<file path="config.mk">
export PLATFORM = sky130hd
export DESIGN_NAME = ansi_csi_sequence_parser
export DESIGN_NICKNAME = d
export VERILOG_FILES = /design/src/design/acsp_pkg.sv /design/src/design/acsp_front.sv /design/src/design/acsp_queue.sv /design/src/design/acsp_back.sv /design/src/design/ansi_csi_sequence_parser.sv
export SDC_FILE = /design/constraint.sdc
export NUM_CORES = 1
export LEC_CHECK = 0
export BUFFER_PORTS_ARGS = -buffer_cell sky130_fd_sc_hd__buf_2
export CORE_MARGIN = 10
export CORE_UTILIZATION = 55
export DETAILED_ROUTE_END_ITERATION = 7
export PLACE_DENSITY = 0.81
export SLEW_MARGIN = 30
export SYNTH_ARGS = -nofsm -noshare
export SYNTH_HDL_FRONTEND = slang
export SYNTH_SLANG_ARGS = --single-unit
</file>
<file path="constraint.sdc">
create_clock -name clk_i -period 4.3 [get_ports clk_i]
set_input_delay 0.86 -clock clk_i [delete_from_list [all_inputs] [get_ports clk_i]]
set_output_delay 0.86 -clock clk_i [all_outputs]
set_load 0.02 [all_outputs]
</file>
<file path="src/design/acsp_pkg.sv">
// Package with the shared types and constants of the CSI sequence parser.
`default_nettype none
package acsp_pkg;

  localparam int unsigned MaxParamsDefault = 8;
  localparam int unsigned QueueDepth = 2;
  localparam int unsigned CountExtW = 6;

  localparam logic [7:0] ByteEsc = 8'h1B;
  localparam logic [7:0] ByteLBracket = 8'h5B;
  localparam logic [7:0] ByteQMark = 8'h3F;
  localparam logic [7:0] ByteSemi = 8'h3B;
  localparam logic [7:0] ByteZero = 8'h30;
  localparam logic [7:0] ByteNine = 8'h39;

  localparam logic [19:0] ValueCap = 20'h0FFFF;
  localparam logic [CountExtW-1:0] RunLimit = CountExtW'(8);
  localparam logic [CountExtW-1:0] TotalCap = CountExtW'(15);

  typedef enum logic [1:0] {
    MODE_GROUND = 2'd0,
    MODE_ESC    = 2'd1,
    MODE_CSI    = 2'd2
  } mode_e;

  typedef enum logic [1:0] {
    OP_CHAR  = 2'd0,
    OP_STORE = 2'd1,
    OP_RUN   = 2'd2
  } op_e;

  typedef enum logic {
    BACK_IDLE = 1'b0,
    BACK_RUN  = 1'b1
  } back_state_e;

  typedef struct packed {
    op_e         op;
    logic [7:0]  code;
    logic        priv;
    logic        store_en;
    logic [15:0] value;
    logic [3:0]  total;
    logic [3:0]  count;
  } cmd_t;

endpackage
`default_nettype wire

</file>
<file path="src/design/acsp_front.sv">
// Front end: tracks the parser mode, collects parameters and issues commands.
`default_nettype none
module acsp_front #(
  parameter int unsigned MAX_PARAMS = acsp_pkg::MaxParamsDefault
) (
  input  wire logic          clk_i,
  input  wire logic          rst_ni,
  input  wire logic          accept_i,
  input  wire logic [7:0]    in_byte_i,
  output logic               cmd_push_o,
  output acsp_pkg::cmd_t     cmd_o
);
  import acsp_pkg::*;

  localparam int unsigned CntW = $clog2(MAX_PARAMS + 1);

  mode_e           mode_q, mode_d;
  logic [CntW-1:0] count_q, count_d;
  logic [15:0]     pend_q, pend_d;
  logic            priv_q, priv_d;

  logic                 is_digit;
  logic                 room;
  logic [19:0]          acc;
  logic [CntW-1:0]      count_fin;
  logic [CountExtW-1:0] count_ext;

  assign is_digit = (in_byte_i >= ByteZero) && (in_byte_i <= ByteNine);
  assign room = count_q < CntW'(MAX_PARAMS);
  assign acc = ({4'b0, pend_q} << 3) + ({4'b0, pend_q} << 1) + {16'b0, in_byte_i[3:0]};
  assign count_fin = room ? CntW'(count_q + 1'b1) : count_q;
  assign count_ext = CountExtW'(count_fin);

  always_comb begin
    mode_d = mode_q;
    if (accept_i) begin
      case (mode_q)
        MODE_ESC: begin
          mode_d = (in_byte_i == ByteLBracket) ? MODE_CSI : MODE_GROUND;
        end
        MODE_CSI: begin
          if (!(in_byte_i == ByteQMark || is_digit || in_byte_i == ByteSemi)) begin
            mode_d = MODE_GROUND;
          end
        end
        default: begin
          mode_d = (in_byte_i == ByteEsc) ? MODE_ESC : MODE_GROUND;
        end
      endcase
    end
  end

  always_comb begin
    count_d = count_q;
    pend_d = pend_q;
    priv_d = priv_q;
    cmd_push_o = 1'b0;
    cmd_o = '0;
    cmd_o.op = OP_CHAR;
    cmd_o.code = in_byte_i;
    cmd_o.value = pend_q;
    if (accept_i) begin
      case (mode_q)
        MODE_ESC: begin
          if (in_byte_i == ByteLBracket) begin
            count_d = '0;
            pend_d = '0;
            priv_d = 1'b0;
          end
        end
        MODE_CSI: begin
          if (in_byte_i == ByteQMark) begin
            priv_d = 1'b1;
          end else if (is_digit) begin
            pend_d = (acc > ValueCap) ? 16'hFFFF : acc[15:0];
          end else if (in_byte_i == ByteSemi) begin
            if (room) begin
              cmd_push_o = 1'b1;
              cmd_o.op = OP_STORE;
              cmd_o.store_en = 1'b1;
              count_d = CntW'(count_q + 1'b1);
              pend_d = '0;
            end
          end else begin
            cmd_push_o = 1'b1;
            cmd_o.op = OP_RUN;
            cmd_o.priv = priv_q;
            cmd_o.store_en = room;
            cmd_o.total = (count_ext > TotalCap) ? 4'd15 : count_ext[3:0];
            cmd_o.count = (count_ext > RunLimit) ? 4'd8 : count_ext[3:0];
            count_d = count_fin;
            pend_d = '0;
          end
        end
        default: begin
          if (in_byte_i != ByteEsc) begin
            cmd_push_o = 1'b1;
          end
        end
      endcase
    end
  end

  always_ff @(posedge clk_i or negedge rst_ni) begin
    if (!rst_ni) begin
      mode_q <= MODE_GROUND;
      count_q <= '0;
      pend_q <= '0;
      priv_q <= 1'b0;
    end else begin
      mode_q <= mode_d;
      count_q <= count_d;
      pend_q <= pend_d;
      priv_q <= priv_d;
    end
  end

endmodule
`default_nettype wire

</file>
<file path="src/design/acsp_queue.sv">
// Short command queue between the front end and the back end.
`default_nettype none
module acsp_queue (
  input  wire logic           clk_i,
  input  wire logic           rst_ni,
  input  wire logic           push_i,
  input  acsp_pkg::cmd_t      cmd_i,
  output logic                full_o,
  input  wire logic           pop_i,
  output acsp_pkg::cmd_t      cmd_o,
  output logic                empty_o
);
  import acsp_pkg::*;

  localparam int unsigned PtrW = (QueueDepth > 1) ? $clog2(QueueDepth) : 1;
  localparam int unsigned LvlW = $clog2(QueueDepth + 1);

  cmd_t            mem_q [QueueDepth];
  logic [PtrW-1:0] wr_q, rd_q;
  logic [LvlW-1:0] lvl_q;
  logic            do_push, do_pop;

  assign full_o = lvl_q == LvlW'(QueueDepth);
  assign empty_o = lvl_q == '0;
  assign do_push = push_i && !full_o;
  assign do_pop = pop_i && !empty_o;
  assign cmd_o = mem_q[rd_q];

  always_ff @(posedge clk_i) begin
    if (do_push) begin
      mem_q[wr_q] <= cmd_i;
    end
  end

  always_ff @(posedge clk_i or negedge rst_ni) begin
    if (!rst_ni) begin
      wr_q <= '0;
      rd_q <= '0;
      lvl_q <= '0;
    end else begin
      if (do_push) begin
        wr_q <= (wr_q == PtrW'(QueueDepth - 1)) ? '0 : PtrW'(wr_q + 1'b1);
      end
      if (do_pop) begin
        rd_q <= (rd_q == PtrW'(QueueDepth - 1)) ? '0 : PtrW'(rd_q + 1'b1);
      end
      if (do_push && !do_pop) begin
        lvl_q <= LvlW'(lvl_q + 1'b1);
      end else if (do_pop && !do_push) begin
        lvl_q <= LvlW'(lvl_q - 1'b1);
      end
    end
  end

endmodule
`default_nettype wire

</file>
<file path="src/design/acsp_back.sv">
// Back end: keeps the parameter store and emits result words from commands.
`default_nettype none
module acsp_back #(
  parameter int unsigned MAX_PARAMS = acsp_pkg::MaxParamsDefault
) (
  input  wire logic        clk_i,
  input  wire logic        rst_ni,
  input  acsp_pkg::cmd_t   cmd_i,
  input  wire logic        cmd_empty_i,
  output logic             cmd_pop_o,
  input  wire logic        pop_i,
  output logic             empty_o,
  output logic             kind_o,
  output logic [7:0]       code_byte_o,
  output logic             private_mark_o,
  output logic [2:0]       param_index_o,
  output logic [15:0]      param_value_o,
  output logic [3:0]       param_total_o,
  output logic             last_o
);
  import acsp_pkg::*;

  localparam int unsigned IdxW = (MAX_PARAMS > 1) ? $clog2(MAX_PARAMS) : 1;

  back_state_e     state_q, state_d;
  logic [15:0]     store_q [MAX_PARAMS];
  logic [IdxW-1:0] wr_ptr_q;
  logic [IdxW-1:0] rd_idx;
  logic [2:0]      k_q;
  logic [7:0]      run_code_q;
  logic            run_priv_q;
  logic [3:0]      run_total_q;
  logic [3:0]      run_n_q;
  logic            out_valid_q;
  logic            out_free;
  logic            run_last;
  logic            do_write;
  logic            load_char;
  logic            load_param;
  logic            start_run;

  assign out_free = !out_valid_q || pop_i;
  assign empty_o = !out_valid_q;
  assign rd_idx = IdxW'(k_q);
  assign run_last = ({1'b0, k_q} + 4'd1) == run_n_q;

  always_comb begin
    state_d = state_q;
    case (state_q)
      BACK_IDLE: begin
        if (!cmd_empty_i && cmd_i.op == OP_RUN) begin
          state_d = BACK_RUN;
        end
      end
      BACK_RUN: begin
        if (out_free && run_last) begin
          state_d = BACK_IDLE;
        end
      end
      default: state_d = BACK_IDLE;
    endcase
  end

  always_comb begin
    cmd_pop_o = 1'b0;
    do_write = 1'b0;
    load_char = 1'b0;
    load_param = 1'b0;
    start_run = 1'b0;
    case (state_q)
      BACK_IDLE: begin
        if (!cmd_empty_i) begin
          case (cmd_i.op)
            OP_CHAR: begin
              if (out_free) begin
                cmd_pop_o = 1'b1;
                load_char = 1'b1;
              end
            end
            OP_STORE: begin
              cmd_pop_o = 1'b1;
              do_write = 1'b1;
            end
            OP_RUN: begin
              cmd_pop_o = 1'b1;
              do_write = cmd_i.store_en;
              start_run = 1'b1;
            end
            default: begin
              cmd_pop_o = 1'b1;
            end
          endcase
        end
      end
      BACK_RUN: begin
        load_param = out_free;
      end
      default: begin
      end
    endcase
  end

  always_ff @(posedge clk_i) begin
    if (do_write) begin
      store_q[wr_ptr_q] <= cmd_i.value;
    end
    if (start_run) begin
      run_code_q <= cmd_i.code;
      run_priv_q <= cmd_i.priv;
      run_total_q <= cmd_i.total;
      run_n_q <= cmd_i.count;
    end
    if (load_char) begin
      kind_o <= 1'b0;
      code_byte_o <= cmd_i.code;
      private_mark_o <= 1'b0;
      param_index_o <= '0;
      param_value_o <= '0;
      param_total_o <= '0;
      last_o <= 1'b1;
    end else if (load_param) begin
      kind_o <= 1'b1;
      code_byte_o <= run_code_q;
      private_mark_o <= run_priv_q;
      param_index_o <= k_q;
      param_value_o <= store_q[rd_idx];
      param_total_o <= run_total_q;
      last_o <= run_last;
    end
  end

  always_ff @(posedge clk_i or negedge rst_ni) begin
    if (!rst_ni) begin
      state_q <= BACK_IDLE;
      wr_ptr_q <= '0;
      k_q <= '0;
      out_valid_q <= 1'b0;
    end else begin
      state_q <= state_d;
      if (start_run) begin
        wr_ptr_q <= '0;
        k_q <= '0;
      end else begin
        if (do_write) begin
          wr_ptr_q <= IdxW'(wr_ptr_q + 1'b1);
        end
        if (load_param) begin
          k_q <= 3'(k_q + 1'b1);
        end
      end
      if (load_char || load_param) begin
        out_valid_q <= 1'b1;
      end else if (pop_i) begin
        out_valid_q <= 1'b0;
      end
    end
  end

  assert property (@(posedge clk_i) disable iff (!rst_ni)
    (state_q == BACK_RUN) |-> (run_n_q != 4'd0 && {1'b0, k_q} < run_n_q))
    else $error("Run counter is outside the run length.");

  assert property (@(posedge clk_i) disable iff (!rst_ni)
    (out_valid_q && !kind_o) |-> (last_o && param_total_o == 4'd0))
    else $error("A plain character word is not a complete run.");

  assert property (@(posedge clk_i) disable iff (!rst_ni)
    (state_q == BACK_RUN) |-> !cmd_pop_o)
    else $error("A command was taken while a run is still being emitted.");

  assert property (@(posedge clk_i) disable iff (!rst_ni)
    (load_param && run_last) |=> (state_q == BACK_IDLE))
    else $error("The run did not end after its last word.");

endmodule
`default_nettype wire

</file>
<file path="src/design/ansi_csi_sequence_parser.sv">
// Top level of the CSI sequence parser: front end, command queue and back end.
//
// The block takes one byte per cycle into its front end whenever the two-entry
// command queue has room, so plain characters, '?', digits and ';' all enter at
// that rate on the input side. The back end takes each command from the queue
// in turn; a plain character is loaded into the output register as one result
// word as it is taken, so its word passes through the queue entry and then the
// output register, while each stored ';' is written into the parameter store
// and a sequence's final byte then emits one result word per stored parameter,
// one per cycle while the output register is free, for at most eight words.
// The output register lets a waiting result sit while the next byte enters.
`default_nettype none
module ansi_csi_sequence_parser #(
  parameter int unsigned MAX_PARAMS = acsp_pkg::MaxParamsDefault
) (
  input  wire logic        clk_i,
  input  wire logic        rst_ni,
  input  wire logic        push,
  output logic             full,
  input  wire logic [7:0]  in_byte_i,
  output logic             empty,
  input  wire logic        pop,
  output logic             kind_o,
  output logic [7:0]       code_byte_o,
  output logic             private_mark_o,
  output logic [2:0]       param_index_o,
  output logic [15:0]      param_value_o,
  output logic [3:0]       param_total_o,
  output logic             last_o
);
  import acsp_pkg::*;

  logic accept;
  logic cmd_push;
  logic cmd_pop;
  logic cmd_empty;
  cmd_t cmd_in;
  cmd_t cmd_head;

  assign accept = push && !full;

  acsp_front #(
    .MAX_PARAMS(MAX_PARAMS)
  ) u_front (
    .clk_i      (clk_i),
    .rst_ni     (rst_ni),
    .accept_i   (accept),
    .in_byte_i  (in_byte_i),
    .cmd_push_o (cmd_push),
    .cmd_o      (cmd_in)
  );

  acsp_queue u_queue (
    .clk_i   (clk_i),
    .rst_ni  (rst_ni),
    .push_i  (cmd_push),
    .cmd_i   (cmd_in),
    .full_o  (full),
    .pop_i   (cmd_pop),
    .cmd_o   (cmd_head),
    .empty_o (cmd_empty)
  );

  acsp_back #(
    .MAX_PARAMS(MAX_PARAMS)
  ) u_back (
    .clk_i          (clk_i),
    .rst_ni         (rst_ni),
    .cmd_i          (cmd_head),
    .cmd_empty_i    (cmd_empty),
    .cmd_pop_o      (cmd_pop),
    .pop_i          (pop),
    .empty_o        (empty),
    .kind_o         (kind_o),
    .code_byte_o    (code_byte_o),
    .private_mark_o (private_mark_o),
    .param_index_o  (param_index_o),
    .param_value_o  (param_value_o),
    .param_total_o  (param_total_o),
    .last_o         (last_o)
  );

endmodule
`default_nettype wire
</file>
==> results of run 1 <==
## worst paths after layout
check                                             start                      end  slack [ns]  cells after the start
worst min register to register  u_back.param_index_o[2]  u_back.param_index_o[2]        0.45                      2
min in group clk_i              u_back.param_index_o[2]  u_back.param_index_o[2]        0.45                      2
worst max register to register        u_front.pend_q[0]        u_front.pend_q[0]        1.10                      9
worst min-delay path                             rst_ni           u_back.state_q        0.19                      1
max in group asynchronous                        rst_ni       u_front.pend_q[10]        3.65                      2
worst max-delay path                       in_byte_i[3]        u_front.pend_q[0]        1.10                     10
## state kept, by name (all words and copies together), names as in the netlist, 2 cells and up
| register | cells |
|---|---|
| u_back.param_value_o | 16 |
| u_back.param_index_o | 3 |
| u_back.param_total_o | 4 |
| u_queue.lvl_q | 2 |
| u_back.wr_ptr_q | 3 |
| u_queue.mem_q | 70 |
| u_back.store_q | 128 |
| u_back.run_n_q | 4 |
| u_front.count_q | 4 |
| u_front.pend_q | 16 |
| u_back.code_byte_o | 8 |
| u_back.run_total_q | 3 |
| u_front.mode_q | 2 |
| u_back.k_q | 3 |
| u_back.run_code_q | 8 |
## power breakdown
part / internal [mW] / total, mW / switching, mW
Sequential: 3.56 / 3.75 / 0.197
Combinational: 0.825 / 2.04 / 1.21
Clock: 1.66 / 2.66 / 1.01
Total: 6.04 / 8.45 / 2.42
## area by class of cell
| cell class | instances | area [sq um] |
|---|---|---|
| Timing Repair Buffer | 66 | 390.4 |
| Inverter | 15 | 56.30 |
| Sequential cell | 283 | 8064 |
| Tap cell | 275 | 344.1 |
| Multi-Input combinational cell | 423 | 3669 |
| Fill cell | 1415 | 7599 |
| Clock inverter | 16 | 242.7 |
| Clock buffer | 38 | 789.5 |
## per-layer routing
| metal | up-vias | track usage, % | part of all wire (%) |
|---|---|---|---|
| met5 | - | 0 | 0 |
| met4 | 0 | 5.460 | 2.1 |
| li1 | 3029 | - | - |
| met1 | 3291 | 22.12 | 41 |
| met3 | 39 | 3.154 | 6.4 |
| met2 | 228 | 27.94 | 50 |
## placed cells by master, fill, tap and decap left out, types with 12 or more instances in the layout
master / count
a21oi_1: 32
xnor2_1: 12
buf_4: 18
dfxtp_1: 26
dfrtp_1: 34
buf_2: 47
clkbuf_16: 29
nand2_1: 65
nor2_1: 41
a211oi_1: 18
o21ai_0: 18
mux2i_1: 20
a221o_1: 16
xor2_1: 14
edfxtp_1: 222
ha_1: 40
inv_1: 15
mux4_2: 32
mux2_2: 34
## per-stage QoR
stage	hold slack, ns	power (mW)
final	0.1923	8.454
after global routing	0.1825	8.825
after CTS	0.4515	8.513
after detailed placement	0.4447	5.828
after global placement	0.4414	5.745
after floorplan	0.4694	5.227
## Yosys cell counts, drive strengths merged, types with 3 or more instances
master	number
edfxtp	222
nand2	65
nor2	41
ha	40
dfrtp	35
mux2	34
a21oi	33
mux4	32
dfxtp	26
o21ai	21
a211oi	20
clkbuf	20
mux2i	20
a221o	16
inv	15
xor2	14
buf	12
xnor2	12
and2	7
and3	6
nand3	5
nor3b	5
o211ai	5
a31oi	4
nand2b	4
nor3	4
or3	4
a21o	3
a22o	3
nor4	3
## cell families after synthesis
family,count (synthesis),share of synthesized area [%]
fa+ha+maj,42,4.550
xor+xnor,26,1.917
buf+inv,47,1.717
compound gates,117,6.972
flops,283,67.87
simple gates,152,6.003
mux,86,10.97
==> run metrics, run 1 <==
final number of hold-violating endpoints 0; GR Util All Layers 16.91%; Layout Nets 872; placed standard-cell area 12500 sq um; post-DR wirelength/cell 21.48 microns; Post-Route WL 23970 microns; WP data arrival 3.63 ns; FF+latch count, synth 283; Fmax 312.3 MHz; asr flop ratio synth 12.37%; DR vias/cell 5.902; I/O Pins 48; static leakage 5.124 nW; outcome finished clean; Critical Path RT 4.72 ns; Slowest-stage cell, CP fa_1; worst setup margin 1.098 ns; Slew HR 49.13%; final period utilization 74.48%; Least-Margin Pin Slew 0.7631 ns; worst path bufs/invs 1; fraction of layout instances using a drive strength above 1 23.78%; Yosys cell types 57; Starting Density 56.16%; DRT iter0 DRCs 688; Seq/Total Area, Yosys 67.87%; Setup-failing EPs final 0; post-route ant nets 0; vias 6587; FP Rows 53; vias in the first global route 6867; n_diodes 0; die height 167.0 microns; Pre-Repair DR Iteration Count 5; worst-path fanout max 16; Clock Path Buffers 3; Area contributors post-synth edfxtp_1, dfrtp_1, mux4_2, dfxtp_1, ha_1; most used flip-flop cell after synthesis edfxtp_1; Core Region 21150 sq um; Slew Limit Fails 0; Layout area overhead 14.10%; fin cells 1116; initial antenna violation count 0; Post-CTS Setup Inserts 0; H-tree depth 1; Post-Place Setup Slack 0.5525 ns; Syn. warnings 0; Die ar. 27880 sq um; CTS tree built; Clock Sinks 283; most used cell, CP fa_1; Post-Syn Area 11880 sq um; worst path cell trace buf_2 -> fa_1 -> fa_1 -> a211oi_2 -> o211ai_1 -> nand2_1 -> o21ai_0 -> xor2_1 -> o31a_4 -> a221o_1; # port buffers 47; DRC 0; Util after Layout 64.08%; Die Width 167.0 microns; slowest stage delay, CP 0.54 ns; placed insts 1061; Final Wtd Congestion 0.8162; CTS buffer count 29; Post-CTS Hold Buffers 0; critical path type in2reg; cts repair resizes 0; RSZ-0062 raised after global routing no; critical path's top delay family compound AO/OA/AOI/OAI gates; Gate Count Post-Synth 753; startpoint types primary input; final instance area 13560 sq um; Clk pin slew, worst setup/hold paths 0.06 ns; Final min period 3.202 ns; Syn Area/Cell 15.78 sq um; setup tns final 0 ns; share of the synthesized area in the top cell type 56.11%; PwrDens 623.7 nW/um^2; Skew-Pair Late Insertion Delay 0.54 ns; gr ovfl total 0; largest net degree at the start of global routing 45; cell chosen for the clock root clkbuf_16; worst hold path class in2async; Post-synth EDFFs 222; Clock Skews 0.01681 ns; Crit. End Element flip-flop; Worst VDD drop 0.0003334 V; Post-Syn Nets 807; first-pass GRT wire length 38340 microns; max_cap viols 0; area leader, netlist edfxtp_1; post-DP HPWL 14800 microns
Note: power is estimated with default switching activity, not from simulation.
==> inputs of run 2 (changes only) <==
- ABC_AREA: unset -> 1
- CORE_UTILIZATION: 55 -> 59
- PLACE_DENSITY: 0.81 -> 0.83
- clock period: 4.3 -> 3.03 ns (I/O delays scaled with it)
==> run 2 against run 1 <==
Net effect:
- register-to-register slack worse by 0.84 ns
- final cell count is 38% higher
- worst setup slack worse by 0.84 ns
- count of clock-buffer cells in the layout fell by 4
- via count up 31%
==> run metrics, run 2 <==
outcome finished clean; # port buffers 47 (unchanged); Pint 8.143 mW (+35%); vias 8620 (+31%); critical path's top delay family simple AND/OR/NAND/NOR gates; Post-CTS Setup Inserts 0 (unchanged); Post-synth EDFFs 222 (unchanged); slowest stage delay, CP 0.54 ns (about the same); Die Width 165.8 microns (-0.72%); final period utilization 91.59%; Post-Syn Nets 1233 (+53%); area leader, netlist edfxtp_1; Syn Area/Cell 10.63 sq um (-33%); worst hold path class in2async; Final min period 2.775 ns; synth cell count leaders nand2_1, edfxtp_1, nor2_1; Yosys cell types 44 (-23%); Post-Syn Area 12540 sq um (+5.5%); hold slack 0.1851 ns (-0.007185 ns); cts repair resizes 0 (unchanged); Gate Count Post-Synth 1179 (+57%); Post-Place Setup Slack -0.01362 ns (-0.5661 ns); Seq pwr share 43.8% (-0.6 points); Core Region 20960 sq um (-0.94%); final instance area 14050 sq um (+3.7%); Pre-Repair DR Iteration Count 5 (unchanged); Slew Limit Fails 0 (unchanged); largest net degree at the start of global routing 36 (-20%); Skew-Pair Late Insertion Delay 0.53 ns (about the same); fin cells 1543 (+38%); Die ar. 27480 sq um (-1.4%); setup tns final 0 ns (unchanged); Least-Margin Pin Slew 0.8657 ns (+0.1026 ns); Clk pin slew, worst setup/hold paths 0.06 ns (about the same); Layout area overhead 12.11%; number of flip-flops under the largest register name 128 (unchanged); post-DP HPWL 17300 microns (+17%); most numerous cell in the Yosys netlist nand2_1; worst path bufs/invs 0 (-1); Critical Path RT 3.44 ns (-1.28 ns); startpoint types flip-flop; WP data arrival 3.19 ns (-0.44 ns); gr ovfl total 0 (unchanged); H-tree depth 1 (unchanged); final number of hold-violating endpoints 0 (unchanged); Fmax 360.3 MHz; Util after Layout 67.06% (+3.0 points); Post-CTS Hold Buffers 0 (unchanged); post-route ant nets 0 (unchanged); Final Wtd Congestion 0.8366 (+2.5%); die height 165.8 microns (-0.72%); Clock Sinks 283 (unchanged); Area contributors post-synth edfxtp_1, nand2_1, dfrtp_1, dfxtp_1, ha_1; FF+latch count, synth 283 (unchanged); Syn. warnings 0 (unchanged); cell chosen for the clock root clkbuf_16; I/O Pins 48 (unchanged); most frequent cells in the layout nand2_1, edfxtp_1, nor2_1; Biggest register u_back.store_q; post-DR wirelength/cell 17.69 microns (-18%); DRC 0 (unchanged); Switching Power 4.254 mW (+76%); CTS tree built; Slew HR 42.29% (-6.8 points); RSZ-0062 raised after global routing no; critical path type reg2reg; placed insts 1494 (+41%); clock network fraction of total power 26.7% (-4.8 points); Clock Skews 0.01263 ns (-0.004174 ns); initial antenna violation count 0 (unchanged); Starting Density 59.82% (+3.7 points); fill count 1480 (+4.6%); DR vias/cell 5.587 (-5.4%); FP Rows 53 (unchanged); first-pass GRT wire length 43680 microns (+14%); worst-path fanout max 16 (unchanged); worst setup margin 0.2549 ns (-0.8427 ns); Layout Nets 1302 (+49%); Slowest-stage cell, CP fa_1; max_cap viols 0 (unchanged); vias in the first global route 8361 (+22%); Seq/Total Area, Yosys 64.32% (-3.5 points); Post-Route WL 27300 microns (+14%); asr flop ratio synth 12.37% (unchanged); Crit. End Element flip-flop; Design Power 12.40 mW (+47%); Setup-failing EPs final 0 (unchanged); Reg area 8063 sq um (about the same); Clock Path Buffers 3 (unchanged); DRT iter0 DRCs 1003 (+46%); Switching Fraction 34.32% (+5.7 points); PwrDens 882.2 nW/um^2 (+41%); n_diodes 0 (unchanged); Comb pwr share 29.5% (+5.4 points); commonest non-fill, non-tap cell in the layout nand2_1; most used flip-flop cell after synthesis edfxtp_1; fraction of layout instances using a drive strength above 1 14.12% (-9.7 points); placed standard-cell area 13180 sq um (+5.4%); GR Util All Layers 19.09% (+2.2 points); biggest regs u_back.store_q (128), u_queue.mem_q (70); worst path cell trace fa_1 -> fa_1 -> nand3_1 -> nand3_2 -> nand2_1 -> nand2_2 -> nand2_1 -> nand2_1 -> nand2_1 -> nand2_2 -> nor2_8 -> nand3_1 -> nand2_1 -> nand2_1; Worst VDD drop 0.0004192 V (+26%); multi-input logic area 3909 sq um (+6.5%); CTS buffer count 27 (-6.9%); most used cell, CP nand2_1; share of the synthesized area in the top cell type 53.18% (-2.9 points); static leakage 6.063 nW (+18%)
-- run 2: cell count changes in the layout (fill, tap and decap cells not counted), sizes merged, moves of 7 or more --
cell	before	now
nand3	5	55
nand2	65	334
inv	17	98
o22ai	0	31
mux2	34	0
o21ai	21	84
mux2i	20	0
xor2	14	7
mux4	32	0
buf	66	81
a221o	16	0
nor2	41	130
a211oi	20	0
and2	7	0
-- run 2: path summary, 6_finish.rpt --
path,start,cells past startpoint,slack [ns],to
setup / recovery,u_front.pend_q[0],14,0.25,u_front.pend_q[11]
hold / removal,rst_ni,1,0.19,u_back.out_valid_q
setup reg to reg,u_front.pend_q[0],14,0.25,u_front.pend_q[11]
hold reg to reg,u_back.param_index_o[2],2,0.47,u_back.param_index_o[2]
max in group asynchronous,rst_ni,1,2.29,u_front.pend_q[9]
min in group clk_i,in_byte_i[4],1,0.31,u_queue.mem_q[0][30]
-- run 2: layout make-up --
cell class,instances,share of cell area (%)
sequential,283,57.37
timing repair buffer,81,3.490
tap,275,2.448
clock buffer,34,5.208
inverter,99,2.644
multi-input combinational,756,27.81
clock inverter,15,1.024
-- run 2: per-layer routing --
layer  global-route usage [%]  part of all wire [%]
met5                        0                     0
met4                    6.857                   2.6
met3                    2.224                   7.1
met2                    32.00                    49
met1                    25.15                    41
-- run 2: worst reg2reg max path: stages, from the launching register on --
cell	delay [ns]
dfrtp_1	0.45
fa_1	0.54
fa_1	0.47
nand3_1	0.11
nand3_2	0.09
nand2_1	0.09
nand2_2	0.07
nand2_1	0.07
nand2_1	0.05
nand2_1	0.07
nand2_2	0.08
nor2_8	0.29
nand3_1	0.13
nand2_1	0.09
nand2_1	0.07
-- run 2: cell families (layout without fill, tap and decap cells) --
group | after synthesis | in the layout | synth area share [%]
fa+ha+maj | 42 | 42 | 4.312
compound gates | 157 | 157 | 7.176
simple gates | 538 | 538 | 18.33
flops | 283 | 283 | 64.32
buf+inv | 140 | 229 | 4.541
xor+xnor | 19 | 19 | 1.327
-- run 2: power by group through the flow --
| stage | logic, mW | registers (mW) | clock network, mW |
|---|---|---|---|
| 6_report | 3.66 | 5.43 | 3.31 |
| 5_1_grt | 4.05 | 5.48 | 3.49 |
| 4_1_cts | 3.64 | 5.42 | 3.34 |
| 3_5_place_dp | 3.55 | 5.48 | 0 |
| 3_3_place_gp | 3.41 | 5.45 | 0 |
| 2_1_floorplan | 2.25 | 5.66 | 0 |
==> inputs of run 3 (changes only) <==
- BUFFER_PORTS_ARGS: -buffer_cell sky130_fd_sc_hd__buf_2 -> -buffer_cell sky130_fd_sc_hd__buf_4
==> run 3 against run 2 <==
Net effect:
- non-clock buffer count fell by 1
- worst hold slack worse by 0.15 ns
- fmax down 0.72%
- global-route usage is 0.24 points higher
- sequential power about the same
- utilization increased by 0.93 points
- via count up 0.22%
- first-iteration DRC count decreased by 15%
- power increased by 1.4%
==> run metrics, run 3 (synthesis results as in run 2) <==
fin cells 1545 (+0.13%); Design Power 12.57 mW (+1.4%); final number of hold-violating endpoints 0 (unchanged); I/O Pins 48 (unchanged); placed standard-cell area 13350 sq um (+1.3%); cts repair resizes 0 (unchanged); post-DR wirelength/cell 17.85 microns (+0.91%); startpoint types flip-flop; RSZ-0062 raised after global routing no; Post-CTS Hold Buffers 0 (unchanged); PwrDens 881.9 nW/um^2 (about the same); final instance area 14250 sq um (+1.4%); vias 8639 (+0.22%); DRC 0 (unchanged); Post-CTS Setup Inserts 0 (unchanged); static leakage 6.122 nW (+0.96%); max_cap viols 0 (unchanged); die height 165.8 microns (unchanged); Biggest register u_back.store_q; Slew Limit Fails 0 (unchanged); Critical Path RT 3.44 ns (about the same); Clk pin slew, worst setup/hold paths 0.06 ns (about the same); Least-Margin Pin Slew 0.7266 ns (-0.1391 ns); largest net degree at the start of global routing 59 (+64%); final period utilization 92.25% (+0.67 points); biggest regs u_back.store_q (128), u_queue.mem_q (70); worst-path fanout max 16 (unchanged); Final min period 2.795 ns (+0.02016 ns); Slew HR 51.42% (+9.1 points); placed insts 1493 (-0.067%); FP Rows 53 (unchanged); WP data arrival 3.21 ns (+0.02 ns); most frequent cells in the layout nand2_1, edfxtp_1, nor2_1; Final Wtd Congestion 0.8649 (+3.4%); DR vias/cell 5.592 (about the same); gr ovfl total 0 (unchanged); GR Util All Layers 19.33% (+0.24 points); Fmax 357.7 MHz (-0.72%); Clock Sinks 283 (unchanged); hold slack 0.03879 ns (-0.1463 ns); Post-Route WL 27590 microns (+1.0%); n_diodes 0 (unchanged); Die ar. 27480 sq um (unchanged); Skew-Pair Late Insertion Delay 0.53 ns (about the same); critical path type reg2reg; Clock Path Buffers 3 (unchanged); Die Width 165.8 microns (unchanged); outcome finished clean; Util after Layout 68.00% (+0.93 points); DRT iter0 DRCs 856 (-15%); post-route ant nets 0 (unchanged); fill count 1450 (-2.0%); Layout area overhead 13.66%; initial antenna violation count 0 (unchanged); Core Region 20960 sq um (unchanged); Setup-failing EPs final 0 (unchanged); post-DP HPWL 17380 microns (+0.45%); multi-input logic area 3911 sq um (about the same); fraction of layout instances using a drive strength above 1 14.65% (+0.53 points); CTS buffer count 28 (+3.7%); first-pass GRT wire length 44380 microns (+1.6%); Clock Skews 0.007236 ns (-0.005397 ns); vias in the first global route 8701 (+4.1%); CTS tree built; worst hold path class in2async; commonest non-fill, non-tap cell in the layout nand2_1; H-tree depth 1 (unchanged); Layout Nets 1302 (unchanged); Worst VDD drop 0.0005908 V (+41%); Crit. End Element flip-flop; # port buffers 47 (unchanged); Pre-Repair DR Iteration Count 6 (+1); cell chosen for the clock root clkbuf_16; Starting Density 59.82% (unchanged); number of flip-flops under the largest register name 128 (unchanged); Reg area 8063 sq um (unchanged)
-- run 3: changes by cell type in the layout (fill, tap and decap cells not counted), sizes merged --
cell      previous run  this run
clkinv              12        11
buf                 81        80
clkinvlp             1         2
bufinv               3         1
clkbuf              34        39
-- run 3: power breakdown --
group          total, mW  internal, mW  leakage [nW]  switching, mW
Clock               3.32          1.93         0.442           1.39
Combinational       3.82          1.19          2.97           2.63
Sequential          5.43          5.14          2.71          0.289
Total               12.6          8.26          6.12           4.31
-- run 3: final cells by class --
cell class,count,share of cell area [%]
Clock buffer,39,5.637
Clock inverter,13,0.6498
Multi-Input combinational cell,756,27.45
Inverter,99,2.608
Sequential cell,283,56.59
Tap cell,275,2.415
Timing Repair Buffer,80,4.654
-- run 3: routing by layer --
metal | part of all wire (%) | routed length (microns) | vias to the layer above | GRT usage, %
met5 | 0 | 0 | - | 0
met4 | 2.3 | 645 | 0 | 6.972
met1 | 40 | 11130 | 4120 | 24.32
li1 | - | - | 4120 | -
met3 | 7.1 | 1945 | 62 | 2.934
met2 | 50 | 13870 | 337 | 33.17
-- run 3: critical path: stages (launching register included) --
cell and delay, ns:
dfrtp_1 0.46, fa_1 0.54, fa_1 0.47, nand3_1 0.11, nand3_2 0.10, nand2_1 0.08, nand2_1 0.07, nand2_1 0.09
nand2_1 0.07, nand2_2 0.08, nand2_4 0.06, nor2_8 0.25, nand3_1 0.12, nand2_1 0.09, nand2_1 0.07
-- run 3: worst paths after layout --
kind	from	slack, ns	endpoint	cells after the start
worst max-delay path	u_front.pend_q[0]	0.23	u_front.pend_q[15]	14
worst min register to register	u_back.param_index_o[2]	0.46	u_back.param_index_o[2]	2
worst max register to register	u_front.pend_q[0]	0.23	u_front.pend_q[15]	14
max in group asynchronous	rst_ni	2.63	u_front.pend_q[13]	1
worst min-delay path	rst_ni	0.04	u_back.out_valid_q	1
min in group clk_i	in_byte_i[4]	0.28	u_queue.mem_q[0][30]	1
-- run 3: per-stage QoR --
step,worst slack [ns],TNS [ns]
final,0.2347,0
after global routing,0.006092,0
after CTS,0.2189,0
after detailed placement,-0.005287,-0.005287
after global placement,0.06179,0
after floorplan,0.1894,0
